$ cat src/hdl/mip_chain_offset_calc_core_assert.svh
// Assertion macros shared by the offset calculator RTL.
// Both macros sample on clk and are disabled while arst_n is low.
`ifndef MIP_CHAIN_OFFSET_CALC_CORE_ASSERT_SVH
`define MIP_CHAIN_OFFSET_CALC_CORE_ASSERT_SVH
`ifndef ASSERT_OFF
`define ASSERT_IMPLIES(label, ante, cons) \
	label: assert property (@(posedge clk) disable iff (!arst_n) (ante) |-> (cons)) \
		else $error("same-cycle check failed");
`define ASSERT_NEXT(label, ante, cons) \
	label: assert property (@(posedge clk) disable iff (!arst_n) (ante) |=> (cons)) \
		else $error("next-cycle check failed");
`else
`define ASSERT_IMPLIES(label, ante, cons)
`define ASSERT_NEXT(label, ante, cons)
`endif
`endif

$ cat src/hdl/mipoff_pkg.sv
package mipoff_pkg;

	typedef logic [63:0] offset_t;
	typedef logic [22:0] recip_t;

	// Register indexes of the configuration port
	localparam logic [2:0] CFG_BYTES_PER_BLOCK  = 3'd0;
	localparam logic [2:0] CFG_BLOCK_WIDTH      = 3'd1;
	localparam logic [2:0] CFG_BLOCK_HEIGHT     = 3'd2;
	localparam logic [2:0] CFG_SAMPLE_MODE      = 3'd3;
	localparam logic [2:0] CFG_DIMS_IN_LAYER    = 3'd4;
	localparam logic [2:0] CFG_TILE_HEIGHT_LOG  = 3'd5;
	localparam logic [2:0] CFG_TILE_DEPTH_LOG   = 3'd6;
	localparam logic [2:0] CFG_SPARSE_ALIGN_LOG = 3'd7;

	// Reciprocal scale: quotient = (n * recip) >> RECIP_SHIFT, exact for n < 2^18
	localparam int RECIP_SHIFT = 22;

	// Base gob is 512 bytes
	localparam logic [4:0] GOB_BYTES_LOG = 5'd9;

	// ceil(2^22 / d) for block sizes; zero acts as one
	function automatic recip_t recip_of(input logic [3:0] d);
		recip_t r;
		case (d)
			4'd2:    r = 23'd2097152;
			4'd3:    r = 23'd1398102;
			4'd4:    r = 23'd1048576;
			4'd5:    r = 23'd838861;
			4'd6:    r = 23'd699051;
			4'd7:    r = 23'd599187;
			4'd8:    r = 23'd524288;
			4'd9:    r = 23'd466034;
			4'd10:   r = 23'd419431;
			4'd11:   r = 23'd381301;
			4'd12:   r = 23'd349526;
			4'd13:   r = 23'd322639;
			4'd14:   r = 23'd299594;
			4'd15:   r = 23'd279621;
			default: r = 23'd4194304;
		endcase
		return r;
	endfunction

	// Sparse tile width in blocks: 64 / bytes_per_block, zero acts as one
	function automatic logic [6:0] sparse_tw_of(input logic [4:0] bpb);
		logic [6:0] r;
		case (bpb)
			5'd0, 5'd1:                             r = 7'd64;
			5'd2:                                   r = 7'd32;
			5'd3:                                   r = 7'd21;
			5'd4:                                   r = 7'd16;
			5'd5:                                   r = 7'd12;
			5'd6:                                   r = 7'd10;
			5'd7:                                   r = 7'd9;
			5'd8:                                   r = 7'd8;
			5'd9:                                   r = 7'd7;
			5'd10:                                  r = 7'd6;
			5'd11, 5'd12:                           r = 7'd5;
			5'd13, 5'd14, 5'd15, 5'd16:             r = 7'd4;
			5'd17, 5'd18, 5'd19, 5'd20, 5'd21:      r = 7'd3;
			default:                                r = 7'd2;
		endcase
		return r;
	endfunction

	// Floor log2 of bytes per block, zero acts as one
	function automatic logic [2:0] bpb_log_of(input logic [4:0] bpb);
		logic [2:0] r;
		if (bpb[4])      r = 3'd4;
		else if (bpb[3]) r = 3'd3;
		else if (bpb[2]) r = 3'd2;
		else if (bpb[1]) r = 3'd1;
		else             r = 3'd0;
		return r;
	endfunction

	// Shrink a tile shift: largest s <= shift with s == 0 or (unit << (s-1)) < dim
	function automatic logic [2:0] fit_shift(input logic [2:0] shift, input logic gob_unit,
			input logic [16:0] dim);
		logic [16:0] thr;
		logic [2:0]  r;
		r = 3'd0;
		for (int s = 1; s < 8; s++) begin
			thr = (gob_unit ? 17'd8 : 17'd1) << (s - 1);
			if ((3'(s) <= shift) && (thr < dim)) r = 3'(s);
		end
		return r;
	endfunction

endpackage

$ cat src/hdl/mip_chain_offset_calc_core.sv
// Mip chain offset calculator for block-linear tiled images.
// Input channel (in_valid / in_stall) carries one query: base width, height,
// depth and a level number. Output channel (out_valid / out_stall) returns
// byte_offset, the sum of the tiled sizes of all levels below that level.
// Configuration (cfg_we / cfg_index / cfg_data) sets the format and tiling
// registers; write it only while no query is in flight.
// One shared 30x23 multiplier under a small sequencer walks the levels. Each
// level runs through two reciprocal divisions, tile fit, tile counts, two
// products and a shift-accumulate; min(level_index, MAX_LEVELS) levels are
// walked per query. in_stall stays high while a query is worked on, so a new
// query is taken only once the sequencer is back in idle.
// The result sits in an output register, so the next query is accepted while
// it waits; a stalled receiver only holds the sequencer at its final step if
// a second result is ready before the first beat has been taken.
// Reset returns the registers to their defaults (4,1,1,0,2,0,0,0), empties
// the output register and idles the sequencer.
`include "mip_chain_offset_calc_core_assert.svh"
module mip_chain_offset_calc_core
	import mipoff_pkg::*;
#(
	parameter int MAX_LEVELS = 16
) (
	input  logic        clk,
	input  logic        arst_n,
	input  logic        cfg_we,
	input  logic [2:0]  cfg_index,
	input  logic [4:0]  cfg_data,
	input  logic        in_valid,
	output logic        in_stall,
	input  logic [14:0] image_width,
	input  logic [14:0] image_height,
	input  logic [11:0] image_depth,
	input  logic [4:0]  level_index,
	output logic        out_valid,
	input  logic        out_stall,
	output logic [63:0] byte_offset
);

	localparam int LVL_W = $clog2(MAX_LEVELS + 1);
	localparam logic [4:0] MAX_LVL_IN = 5'(MAX_LEVELS);

	localparam logic [3:0] ST_IDLE  = 4'd0;
	localparam logic [3:0] ST_DIVW  = 4'd1;
	localparam logic [3:0] ST_DIVH  = 4'd2;
	localparam logic [3:0] ST_FIT   = 4'd3;
	localparam logic [3:0] ST_TILES = 4'd4;
	localparam logic [3:0] ST_MWH   = 4'd5;
	localparam logic [3:0] ST_MWHD  = 4'd6;
	localparam logic [3:0] ST_ACC   = 4'd7;
	localparam logic [3:0] ST_DONE  = 4'd8;

	// Configuration registers
	logic [4:0] bpb_q;
	logic [3:0] bw_q;
	logic [3:0] bh_q;
	logic [1:0] smode_q;
	logic [1:0] dims_q;
	logic [2:0] thl_q;
	logic [2:0] tdl_q;
	logic [2:0] sal_q;

	// Sequencer and datapath registers
	logic [3:0]       state_q;
	logic [LVL_W-1:0] lvl_left_q;
	logic             out_valid_q;
	offset_t          byte_offset_q;
	offset_t          offset_q;
	logic [16:0]      mw_q;
	logic [15:0]      mh_q;
	logic [11:0]      md_q;
	logic [16:0]      lw_q;
	logic [16:0]      lh_q;
	logic [11:0]      ld_q;
	logic [2:0]       hs_q;
	logic [2:0]       ds_q;
	logic [15:0]      wt_q;
	logic [15:0]      ht_q;
	logic [12:0]      dt_q;
	logic [52:0]      prod_q;

	logic             in_acc;
	logic             out_free;
	logic [1:0]       sx_log;
	logic [1:0]       sy_log;
	logic [3:0]       bw_eff;
	logic [3:0]       bh_eff;
	logic [LVL_W-1:0] lvl_start;

	logic [29:0] mul_a;
	logic [22:0] mul_b;
	logic [52:0] mul_p;
	logic        mul_en;

	logic [17:0] nw;
	logic [17:0] nh;
	logic [16:0] lh_next;
	logic [11:0] ld_next;

	logic [20:0] lw_bytes;
	logic [21:0] wt_sum0;
	logic [15:0] wt0;
	logic [7:0]  apow;
	logic [16:0] amask;
	logic [16:0] wt_sum1;
	logic [16:0] wt_al;
	logic        sparse_on;
	logic [17:0] hg_sum;
	logic [14:0] h_gobs;
	logic [7:0]  hpow;
	logic [16:0] ht_sum;
	logic [7:0]  dpow;
	logic [13:0] dt_sum;
	logic [4:0]  acc_sh;

	assign in_acc    = in_valid && !in_stall;
	assign in_stall  = (state_q != ST_IDLE);
	assign out_free  = !out_valid_q || !out_stall;
	assign out_valid = out_valid_q;
	assign byte_offset = byte_offset_q;

	// Sample-count shifts and block sizes with zero taken as one
	always_comb begin
		case (smode_q)
			2'd1:    begin sx_log = 2'd1; sy_log = 2'd0; end
			2'd2:    begin sx_log = 2'd1; sy_log = 2'd1; end
			2'd3:    begin sx_log = 2'd2; sy_log = 2'd1; end
			default: begin sx_log = 2'd0; sy_log = 2'd0; end
		endcase
	end
	assign bw_eff = (bw_q == 4'd0) ? 4'd1 : bw_q;
	assign bh_eff = (bh_q == 4'd0) ? 4'd1 : bh_q;
	assign lvl_start = (level_index > MAX_LVL_IN) ? LVL_W'(MAX_LEVELS) : LVL_W'(level_index);

	// Round-up numerators of the current level
	assign nw = {1'b0, ((mw_q == 17'd0) ? 17'd1 : mw_q)} + 18'(bw_eff) - 18'd1;
	assign nh = {2'b0, ((mh_q == 16'd0) ? 16'd1 : mh_q)} + 18'(bh_eff) - 18'd1;

	// Level height and depth from the height quotient and the depth register
	assign lh_next = (dims_q >= 2'd2) ? prod_q[RECIP_SHIFT+16:RECIP_SHIFT] : 17'd1;
	assign ld_next = (dims_q == 2'd3) ? ((md_q == 12'd0) ? 12'd1 : md_q) : 12'd1;

	// Tile counts of the current level
	assign lw_bytes  = {4'b0, lw_q} << bpb_log_of(bpb_q);
	assign wt_sum0   = {1'b0, lw_bytes} + 22'd63;
	assign wt0       = wt_sum0[21:6];
	assign apow      = 8'd1 << sal_q;
	assign amask     = {9'b0, apow} - 17'd1;
	assign wt_sum1   = {1'b0, wt0} + amask;
	assign wt_al     = wt_sum1 & ~amask;
	assign sparse_on = (sal_q != 3'd0)
		&& ({10'b0, sparse_tw_of(bpb_q)} <= lw_q)
		&& ((17'd8 << thl_q) <= lh_q)
		&& ((12'd1 << tdl_q) <= ld_q);
	assign hg_sum    = {1'b0, lh_q} + 18'd7;
	assign h_gobs    = hg_sum[17:3];
	assign hpow      = 8'd1 << hs_q;
	assign ht_sum    = {2'b0, h_gobs} + {9'b0, hpow} - 17'd1;
	assign dpow      = 8'd1 << ds_q;
	assign dt_sum    = {2'b0, ld_q} + {6'b0, dpow} - 14'd1;
	assign acc_sh    = GOB_BYTES_LOG + 5'(hs_q) + 5'(ds_q);

	// Select operands of the shared multiplier
	always_comb begin
		mul_en = 1'b1;
		mul_a  = 30'd0;
		mul_b  = 23'd0;
		case (state_q)
			ST_DIVW: begin
				mul_a = 30'(nw);
				mul_b = recip_of(bw_q);
			end
			ST_DIVH: begin
				mul_a = 30'(nh);
				mul_b = recip_of(bh_q);
			end
			ST_MWH: begin
				mul_a = 30'(wt_q);
				mul_b = 23'(ht_q);
			end
			ST_MWHD: begin
				mul_a = prod_q[29:0];
				mul_b = 23'(dt_q);
			end
			default: mul_en = 1'b0;
		endcase
	end
	assign mul_p = {23'b0, mul_a} * {30'b0, mul_b};

	// Write configuration registers
	always_ff @(posedge clk or negedge arst_n) begin
		if (!arst_n) begin
			bpb_q   <= 5'd4;
			bw_q    <= 4'd1;
			bh_q    <= 4'd1;
			smode_q <= 2'd0;
			dims_q  <= 2'd2;
			thl_q   <= 3'd0;
			tdl_q   <= 3'd0;
			sal_q   <= 3'd0;
		end else if (cfg_we) begin
			case (cfg_index)
				CFG_BYTES_PER_BLOCK:  bpb_q   <= cfg_data;
				CFG_BLOCK_WIDTH:      bw_q    <= cfg_data[3:0];
				CFG_BLOCK_HEIGHT:     bh_q    <= cfg_data[3:0];
				CFG_SAMPLE_MODE:      smode_q <= cfg_data[1:0];
				CFG_DIMS_IN_LAYER:    dims_q  <= cfg_data[1:0];
				CFG_TILE_HEIGHT_LOG:  thl_q   <= cfg_data[2:0];
				CFG_TILE_DEPTH_LOG:   tdl_q   <= cfg_data[2:0];
				CFG_SPARSE_ALIGN_LOG: sal_q   <= cfg_data[2:0];
				default: ;
			endcase
		end
	end

	// Advance the sequencer, count levels, hold the output beat
	always_ff @(posedge clk or negedge arst_n) begin
		if (!arst_n) begin
			state_q     <= ST_IDLE;
			lvl_left_q  <= '0;
			out_valid_q <= 1'b0;
		end else begin
			if (state_q == ST_DONE && out_free) begin
				out_valid_q <= 1'b1;
			end else if (out_valid_q && !out_stall) begin
				out_valid_q <= 1'b0;
			end
			case (state_q)
				ST_IDLE: begin
					if (in_acc) begin
						lvl_left_q <= lvl_start;
						state_q    <= (lvl_start == '0) ? ST_DONE : ST_DIVW;
					end
				end
				ST_DIVW:  state_q <= ST_DIVH;
				ST_DIVH:  state_q <= ST_FIT;
				ST_FIT:   state_q <= ST_TILES;
				ST_TILES: state_q <= ST_MWH;
				ST_MWH:   state_q <= ST_MWHD;
				ST_MWHD:  state_q <= ST_ACC;
				ST_ACC: begin
					lvl_left_q <= lvl_left_q - LVL_W'(1);
					state_q    <= (lvl_left_q == LVL_W'(1)) ? ST_DONE : ST_DIVW;
				end
				ST_DONE: begin
					if (out_free) state_q <= ST_IDLE;
				end
				default: state_q <= ST_IDLE;
			endcase
		end
	end

	// Datapath: load the query, run level steps, accumulate, drop result
	always_ff @(posedge clk) begin
		if (mul_en) prod_q <= mul_p;
		case (state_q)
			ST_IDLE: begin
				if (in_acc) begin
					mw_q     <= {2'b0, image_width} << sx_log;
					mh_q     <= {1'b0, image_height} << sy_log;
					md_q     <= image_depth;
					offset_q <= '0;
				end
			end
			ST_DIVH: lw_q <= prod_q[RECIP_SHIFT+16:RECIP_SHIFT];
			ST_FIT: begin
				lh_q <= lh_next;
				ld_q <= ld_next;
				hs_q <= fit_shift(thl_q, 1'b1, lh_next);
				ds_q <= fit_shift(tdl_q, 1'b0, {5'b0, ld_next});
			end
			ST_TILES: begin
				wt_q <= sparse_on ? wt_al[15:0] : wt0;
				ht_q <= 16'(ht_sum >> hs_q);
				dt_q <= 13'(dt_sum >> ds_q);
			end
			ST_ACC: begin
				offset_q <= offset_q + ({11'b0, prod_q} << acc_sh);
				mw_q     <= mw_q >> 1;
				mh_q     <= mh_q >> 1;
				md_q     <= md_q >> 1;
			end
			ST_DONE: begin
				if (out_free) byte_offset_q <= offset_q;
			end
			default: ;
		endcase
	end

	// Checks
	`ASSERT_NEXT(a_accept_leaves_idle, in_valid && !in_stall, state_q != ST_IDLE)
	`ASSERT_IMPLIES(a_levels_left_when_busy, state_q != ST_IDLE && state_q != ST_DONE, lvl_left_q != '0)
	`ASSERT_NEXT(a_last_level_finishes, state_q == ST_ACC && lvl_left_q == LVL_W'(1), state_q == ST_DONE)
	`ASSERT_NEXT(a_done_loads_result, state_q == ST_DONE && !out_valid, out_valid && state_q == ST_IDLE)

endmodule
$ cat config.mk
export PLATFORM = sky130hd
export DESIGN_NAME = mip_chain_offset_calc_core
export DESIGN_NICKNAME = d
export VERILOG_FILES = /design/src/hdl/mipoff_pkg.sv /design/src/hdl/mip_chain_offset_calc_core.sv
export VERILOG_INCLUDE_DIRS = /design/src /design/src/hdl
export SDC_FILE = /design/constraint.sdc
export NUM_CORES = 2
export LEC_CHECK = 0
export BUFFER_PORTS_ARGS = -buffer_cell sky130_fd_sc_hd__buf_2
export CORE_MARGIN = 2
export CORE_UTILIZATION = 35
export CTS_CLUSTER_DIAMETER = 60
export DETAILED_ROUTE_END_ITERATION = 6
export HOLD_SLACK_MARGIN = 0.05
export SYNTH_ARGS = -nofsm -noshare
export SYNTH_HDL_FRONTEND = slang
export SYNTH_SLANG_ARGS = --single-unit
export TNS_END_PERCENT = 100
$ cat constraint.sdc
create_clock -name clk -period 14.1 [get_ports clk]
set_input_delay 2.82 -clock clk [delete_from_list [all_inputs] [get_ports clk]]
set_output_delay 2.82 -clock clk [all_outputs]
set_load 0.02 [all_outputs]
# [Word-level counts from Yosys, hierarchy flattened]
# Memory sizes are Yosys's and may differ from the RTL's.
# Index checks and enable logic that the tools add are counted.
[totals] register_bits=359 in_bits=60 mem_bits_ro=960 output_inout_bits=66 memories=3
[classes] addsub=16 order_cmp=33 n_mul=1 mux=47 n_shift=11 reduce_logical=54 n_eq_ne=22 bitwise_logic=2
[mem_list] name="(name not given)" depth=16 width=23 rd=1 rd_ports_with_merged_regs=0 wr=0 line="mipoff_pkg.sv:25" text="case (d)"
[mem_list] name="(name not given)" depth=16 width=23 rd=1 rd_ports_with_merged_regs=0 wr=0 line="mipoff_pkg.sv:25"
[mem_list] name="(name not given)" depth=32 width=7 rd=1 rd_ports_with_merged_regs=0 wr=0 line="mipoff_pkg.sv:48" text="case (bpb)"
[op_table] op="64-bit one-hot mux with 2 select lines" count=1
[op_table] op="30-bit one-hot mux with 4 select lines" count=1
[op_table] op="23-bit one-hot mux with 4 select lines" count=1
[op_table] op="64-bit adder" count=1
[op_table] op="64-bit two-way mux" count=1
[op_table] op="53-bit by 5-bit << shifter with 64-bit output" count=1
[op_table] op="30-bit by 23-bit multiplier with 53-bit output" count=1
[op_table] op="17-bit two-way mux" count=3
[op_table] op="16-bit two-way mux" count=3
[op_table] op="12-bit two-way mux" count=3
[op_table] op="4-bit one-hot mux with 9 select lines" count=1
[op_table] op="17-bit one-hot mux with 2 select lines" count=1
[op_table] op="16-bit one-hot mux with 2 select lines" count=1
[op_table] op="3-bit <= comparator, first input constant" count=8
[op_table] op="4-bit two-way mux" count=6
[op_table] op="12-bit one-hot mux with 2 select lines" count=1
[op_table] op="1-bit by 3-bit << shifter with 8-bit output, first input constant" count=3
[op_table] op="21-bit by 6-bit adder with 22-bit output, second input constant" count=1
[op_table] op="2-bit AND reduction" count=11
[op_table] op="17-bit by 3-bit << shifter with 21-bit output" count=1
[op_table] op="1-bit logical AND" count=20
[op_table] op="17-bit by 3-bit adder with 18-bit output, second input constant" count=1
[op_table] op="17-bit by 4-bit adder with 18-bit output" count=1
[op_table] op="17-bit by 1-bit subtractor with 18-bit output, second input constant" count=1
[op_table] op="other kinds (70)" count=113

# [Depth between registers and ports, before layout]
[logic_depth] word_depth=11 mapped_depth=46 ltp_nobuf=44

# [Least setup slack after synthesis]
# No wires, ideal clock.
[synth_timing] kind="register to register" start="reg bh_q[0]" end="reg prod_q[45] (data pin)" period_less_slack_ns=10.329 required_time_ns=13.842 path_slack_ns=3.771 arrival_ns=10.071 stages_incl_launch_ff=43 setup_ns=0.258 cell_sequence="dfstp_2 inv_1 ha_1 clkbuf_1 nand2_1 nand2_1 ha_1 inv_1 ha_1 inv_1 fa_1 nor2b_1 o21ai_1 a21oi_1 o41a_1 a31oi_1 a211o_1 o21ai_0 [... 7 more ...] fa_1 fa_1 fa_1 fa_1 inv_1 fa_1 inv_1 ha_1 a21o_1 a21o_1 a221oi_1 nand2_1 o21ai_0 o21ai_0 a211oi_1 o21ai_0 a21oi_1 xnor2_1"
[synth_between] elab_chain_cells=6 word_cells_on_any_way=8 classes_between="add/sub (2); mul (1); mux (3); reduce/logical (1); memory (1)"
[synth_rtl] element="start, declared" line="mip_chain_offset_calc_core.sv:55" text="logic [3:0] bh_q;"
[synth_rtl] element="start signal, assigned" line="mip_chain_offset_calc_core.sv:204" text="CFG_BLOCK_HEIGHT: bh_q <= cfg_data[3:0];"
[synth_rtl] element="4-bit zero test" line="mip_chain_offset_calc_core.sv:131" text="assign bh_eff = (bh_q == 4'd0) ? 4'd1 : bh_q;"
[synth_rtl] element="4-bit two-way mux" line="mip_chain_offset_calc_core.sv:131"
[synth_rtl] element="16-bit by 4-bit adder with 17-bit output" line="mip_chain_offset_calc_core.sv:136" text="assign nh = {2'b0, ((mh_q == 16'd0) ? 16'd1 : mh_q)} + 18'(bh_eff) - 18'd1;"
[synth_rtl] element="17-bit by 1-bit subtractor with 18-bit output" line="mip_chain_offset_calc_core.sv:136"
[synth_rtl] element="30-bit one-hot mux with 4 select lines" line="mip_chain_offset_calc_core.sv:167" text="case (state_q)"
[synth_rtl] element="30-bit by 23-bit multiplier with 53-bit output (*)" line="mip_chain_offset_calc_core.sv:187" text="assign mul_p = {23'b0, mul_a} * {30'b0, mul_b};"
[synth_rtl] element="named net mul_p[45]" line="mip_chain_offset_calc_core.sv:91" text="logic [52:0] mul_p;"
[synth_rtl] element="end signal, assigned" line="mip_chain_offset_calc_core.sv:254" text="if (mul_en) prod_q <= mul_p;"
[synth_rtl] element="end, declared" line="mip_chain_offset_calc_core.sv:79" text="logic [52:0] prod_q;"
# Mark *: on every way through the listed nets, which the timed path passes. The rest lies on a longest branch.
# A chain may end at the register's enable or synchronous reset.

# [Worst setup path after layout]
[layout_timing] start="reg mh_q[15]" end="reg prod_q[45] (data pin)"
[layout_between] elab_chain_cells=6
[layout_rtl] element="start, declared" line="mip_chain_offset_calc_core.sv:69" text="logic [15:0] mh_q;"
[layout_rtl] element="start signal, assigned" line="mip_chain_offset_calc_core.sv:259" text="mh_q <= {1'b0, image_height} << sy_log;"
[layout_rtl] element="start signal, assigned" line="mip_chain_offset_calc_core.sv:279" text="mh_q <= mh_q >> 1;"
[layout_rtl] element="16-bit zero test" line="mip_chain_offset_calc_core.sv:136"
[layout_rtl] element="16-bit two-way mux (*)" line="mip_chain_offset_calc_core.sv:136"
[layout_rtl] element="16-bit by 4-bit adder with 17-bit output (*)" line="mip_chain_offset_calc_core.sv:136"
[layout_rtl] element="17-bit by 1-bit subtractor with 18-bit output (*)" line="mip_chain_offset_calc_core.sv:136"
[layout_rtl] element="30-bit one-hot mux with 4 select lines (*)" line="mip_chain_offset_calc_core.sv:167"
[layout_rtl] element="30-bit by 23-bit multiplier with 53-bit output (*)" line="mip_chain_offset_calc_core.sv:187"
[layout_rtl] element="named net mul_p[45]" line="mip_chain_offset_calc_core.sv:91"
# Marks and branches as above.

==> impl_metrics.yaml <==
yosys:
  synth_top_area_frac: 0.238
  yosys.cell_count.top_type: "sky130_fd_sc_hd__inv_1"
  ys_warn_count: 0
  synth_top_family_by_area: "adder cells"
  number_of_synthesized_register_bits: 359
  synthAdderAreaFrac: 0.337
  synth_compound_area_frac: 0.120
  ffs_w_async_s_r_synth: 0.100
  synth.area.mux_share: 0.0608
  synth_enable_flop_cells: 323
  synth_ff_type: "sky130_fd_sc_hd__edfxtp_1"
  synth.avg_cell_area_um2: 9.05
  syn-instance-count: 5507
  sequential_cell_area_fraction_in_the_yosys_report: 0.213
  post_synth_xor_area_fraction: 0.0332
  syn-cell-area_mm2: 0.0499
  yosys-top-cells-area: "sky130_fd_sc_hd__fa_1 (24%), sky130_fd_sc_hd__edfxtp_1 (19%), sky130_fd_sc_hd__ha_1 (9.9%), sky130_fd_sc_hd__inv_1 (6.5%), sky130_fd_sc_hd__nand2_1 (5.5%)"
  synthDistinctLibCells: 101
  fraction_of_the_mapped_netlist_area_in_simple_logic_gates: 0.150
  synth_area_leader_cell: "sky130_fd_sc_hd__fa_1"
  netlist_top_cells_count: "sky130_fd_sc_hd__inv_1 (858), sky130_fd_sc_hd__nand2_1 (737), sky130_fd_sc_hd__fa_1 (593)"
worst_setup_path:
  crit_family: "adder cells"
  arrival_ns: 12.58
  cp_max_fo: 14
  timing.critical_path.mode_cell: "sky130_fd_sc_hd__fa_1"
  worst_path_max_delay_cell: "sky130_fd_sc_hd__or3_1"
  delay_of_the_slowest_cell_on_the_worst_path_ns: 0.80
  critPathRequiredTime_ns: 14.45
  critPathKind: "register to register"
  critical_path.n_buffers_inverters: 6
  timing.critical_path.from_type: "register"
  endpoint_kind: "register"
die:
  pin_count: 126
  design.die.area_mm2: 0.145
  initial_core_utilization: 0.353
  chip_width_um: 381
  row_count: 138
  core-area_mm2: 0.141
  die_h_um: 381
grt:
  globalRouteTotalUtil: 0.205
  initial_antenna_violation_count: 6
  grt_first_pass_wirelength_um: 234000
  grt_max_degree: 70
  grt-ovfl-total: 0
  vias_in_the_first_global_route: 40200
clock_tree:
  clkLatencyLatePin_ns: 0.60
  ctsRootBufferMaster: "sky130_fd_sc_hd__clkbuf_16"
  cts.sinks: 359
  cts_tree: "done"
  cts_setup_buffers: 0
  bufs_on_longest_clock_path: 3
  cts_max_level: 2
  cts.hold.buffers_added: 0
  clock_buffers_created_by_tritoncts: 45
  cts.repair.resized: 0
  clock_pin_slew_of_the_registers_on_the_worst_case_setup_and_hold_paths_ns: 0.06
timing:
  timing.final.hold_violations: 0
  worst_slew_margin_rel: 0.157
  skew_ns: 0.0217
  rsz0062_at_grt: "false"
  maximum_clock_rate_mhz: 81.8
  timing.final.crit_share: 0.867
  finalSetupViolations: 0
  timing.setup.tns_ns: 0
  worstMarginPinSlew_ns: 1.26
  timing_max_transition_violations_final: 0
  final_period_minus_worst_setup_slack_ns: 12.23
placement:
  post-dp-hpwl_um: 118000
  portBuffers: 125
  placedCellCount: 7438
  place_congestion: 0.958
drt:
  initialDrtViolationCount: 3267
  via_count: 39600
  drt-total-wl_um: 149000
  detailedRoute.firstPassIterationCount: 7
  antenna_violating_nets_post_route: 0
  wl_per_cell_um: 19.8
  remaining_drc_errors: 9
  vias_per_cell: 5.26
flow_run:
  drv_cap: 0
run_status:
  failing_checks: "design-rule violations"
  outcome: "finished, violations left"
final_layout:
  flow.area_growth_from_synthesis_pct: 9.20
  final-instance-count-excl-fill: 7523
  drive_above_1_share: 0.0790
  finish.net_count: 6644
  num-fill-cells: 14200
hold_path:
  holdCritPathClass: "register to register"
==> flip-flops by register name, summed over array words and instances, names as in the netlist, 13 cells and up <==
name and cells:
dt_q 13, lh_q 17, ht_q 16, offset_q 64
byte_offset 64, wt_q 16, lw_q 17, mh_q 16
mw_q 17, prod_q 53
==> logic make-up after synthesis <==
kind of cell / count (synthesis)
AND/OR/NAND/NOR: 1647
buffers and inverters: 1132
adder cells (fa/ha/maj): 989
AO/OA/AOI/OAI: 946
flip-flops: 359
multiplexers: 243
XOR/XNOR: 189
other: 2
==> metrics by stage <==
step	hold slack (ns)	util	worst slack [ns]	area, µm²
6_report	0.469	0.385	1.87	54400
3_5_place_dp	0.445	0.374	1.53	52900
4_1_cts	0.460	0.385	1.49	54400
2_1_floorplan	0.433	-	3.77	50300
3_3_place_gp	0.450	0.374	1.79	52900
5_1_grt	0.476	0.385	1.02	54400
==> cell usage in the layout (no fill, tap or decap), types with 43 or more instances in the layout <==
master	instances
sky130_fd_sc_hd__a21o_1	81
sky130_fd_sc_hd__a21oi_1	269
sky130_fd_sc_hd__and2_1	108
sky130_fd_sc_hd__and3_1	55
sky130_fd_sc_hd__buf_2	125
sky130_fd_sc_hd__buf_4	62
sky130_fd_sc_hd__clkbuf_16	46
sky130_fd_sc_hd__conb_1	121
sky130_fd_sc_hd__edfxtp_1	323
sky130_fd_sc_hd__fa_1	591
sky130_fd_sc_hd__ha_1	395
sky130_fd_sc_hd__inv_1	858
sky130_fd_sc_hd__mux2_2	64
sky130_fd_sc_hd__mux2i_1	138
sky130_fd_sc_hd__nand2_1	735
sky130_fd_sc_hd__nand3_1	69
sky130_fd_sc_hd__nor2_1	377
sky130_fd_sc_hd__nor2b_1	43
sky130_fd_sc_hd__nor3_1	65
sky130_fd_sc_hd__o21ai_0	236
sky130_fd_sc_hd__xnor2_1	131
sky130_fd_sc_hd__xor2_1	58
==> area by class of cell <==
| type | count | area, µm² | share of cell area |
|---|---|---|---|
| multi-input combinational | 4135 | 35600 | 0.654 |
| inverter | 867 | 3250 | 0.0598 |
| antenna | 2 | 5.00 | 0.0000919 |
| clock buffer | 56 | 1220 | 0.0224 |
| tap | 1890 | 2360 | 0.0434 |
| clock inverter | 27 | 302 | 0.00554 |
| sequential | 359 | 10600 | 0.195 |
| timing repair buffer | 187 | 1090 | 0.0200 |
==> path summary, 6_finish.rpt <==
| kind | from | endpoint | slack [ns] | depth (start not counted) |
|---|---|---|---|---|
| max | mh_q[15] | prod_q[45] | 1.87 | 41 |
| min | offset_q[5] | byte_offset[5] | 0.47 | 0 |
| max reg2reg | mh_q[15] | prod_q[45] | 1.87 | 41 |
| min reg2reg | offset_q[5] | byte_offset[5] | 0.47 | 0 |
| max in group asynchronous | arst_n | lvl_left_q[4] | 10.99 | 1 |
| min in group asynchronous | arst_n | tdl_q[0] | 2.39 | 1 |
==> per-layer routing <==
metal	GRT usage	wire, µm
met2	0.349	71800
met3	0.0288	9780
met1	0.270	63000
met5	0	0
met4	0.0605	4690
==> worst reg2reg max path, delay by kind of cell, from the launching register on <==
| family | cells | cell delay [ns] |
|---|---|---|
| fa+ha+maj | 12 | 4.82 |
| compound gates | 15 | 4.04 |
| simple gates | 7 | 2.22 |
| flops | 1 | 0.40 |
| buf+inv | 6 | 0.40 |
| xor+xnor | 1 | 0.09 |
Power is left out: the tool's default activity adds up to more than one toggle a clock period on the data nets, which glitch-free logic cannot reach.
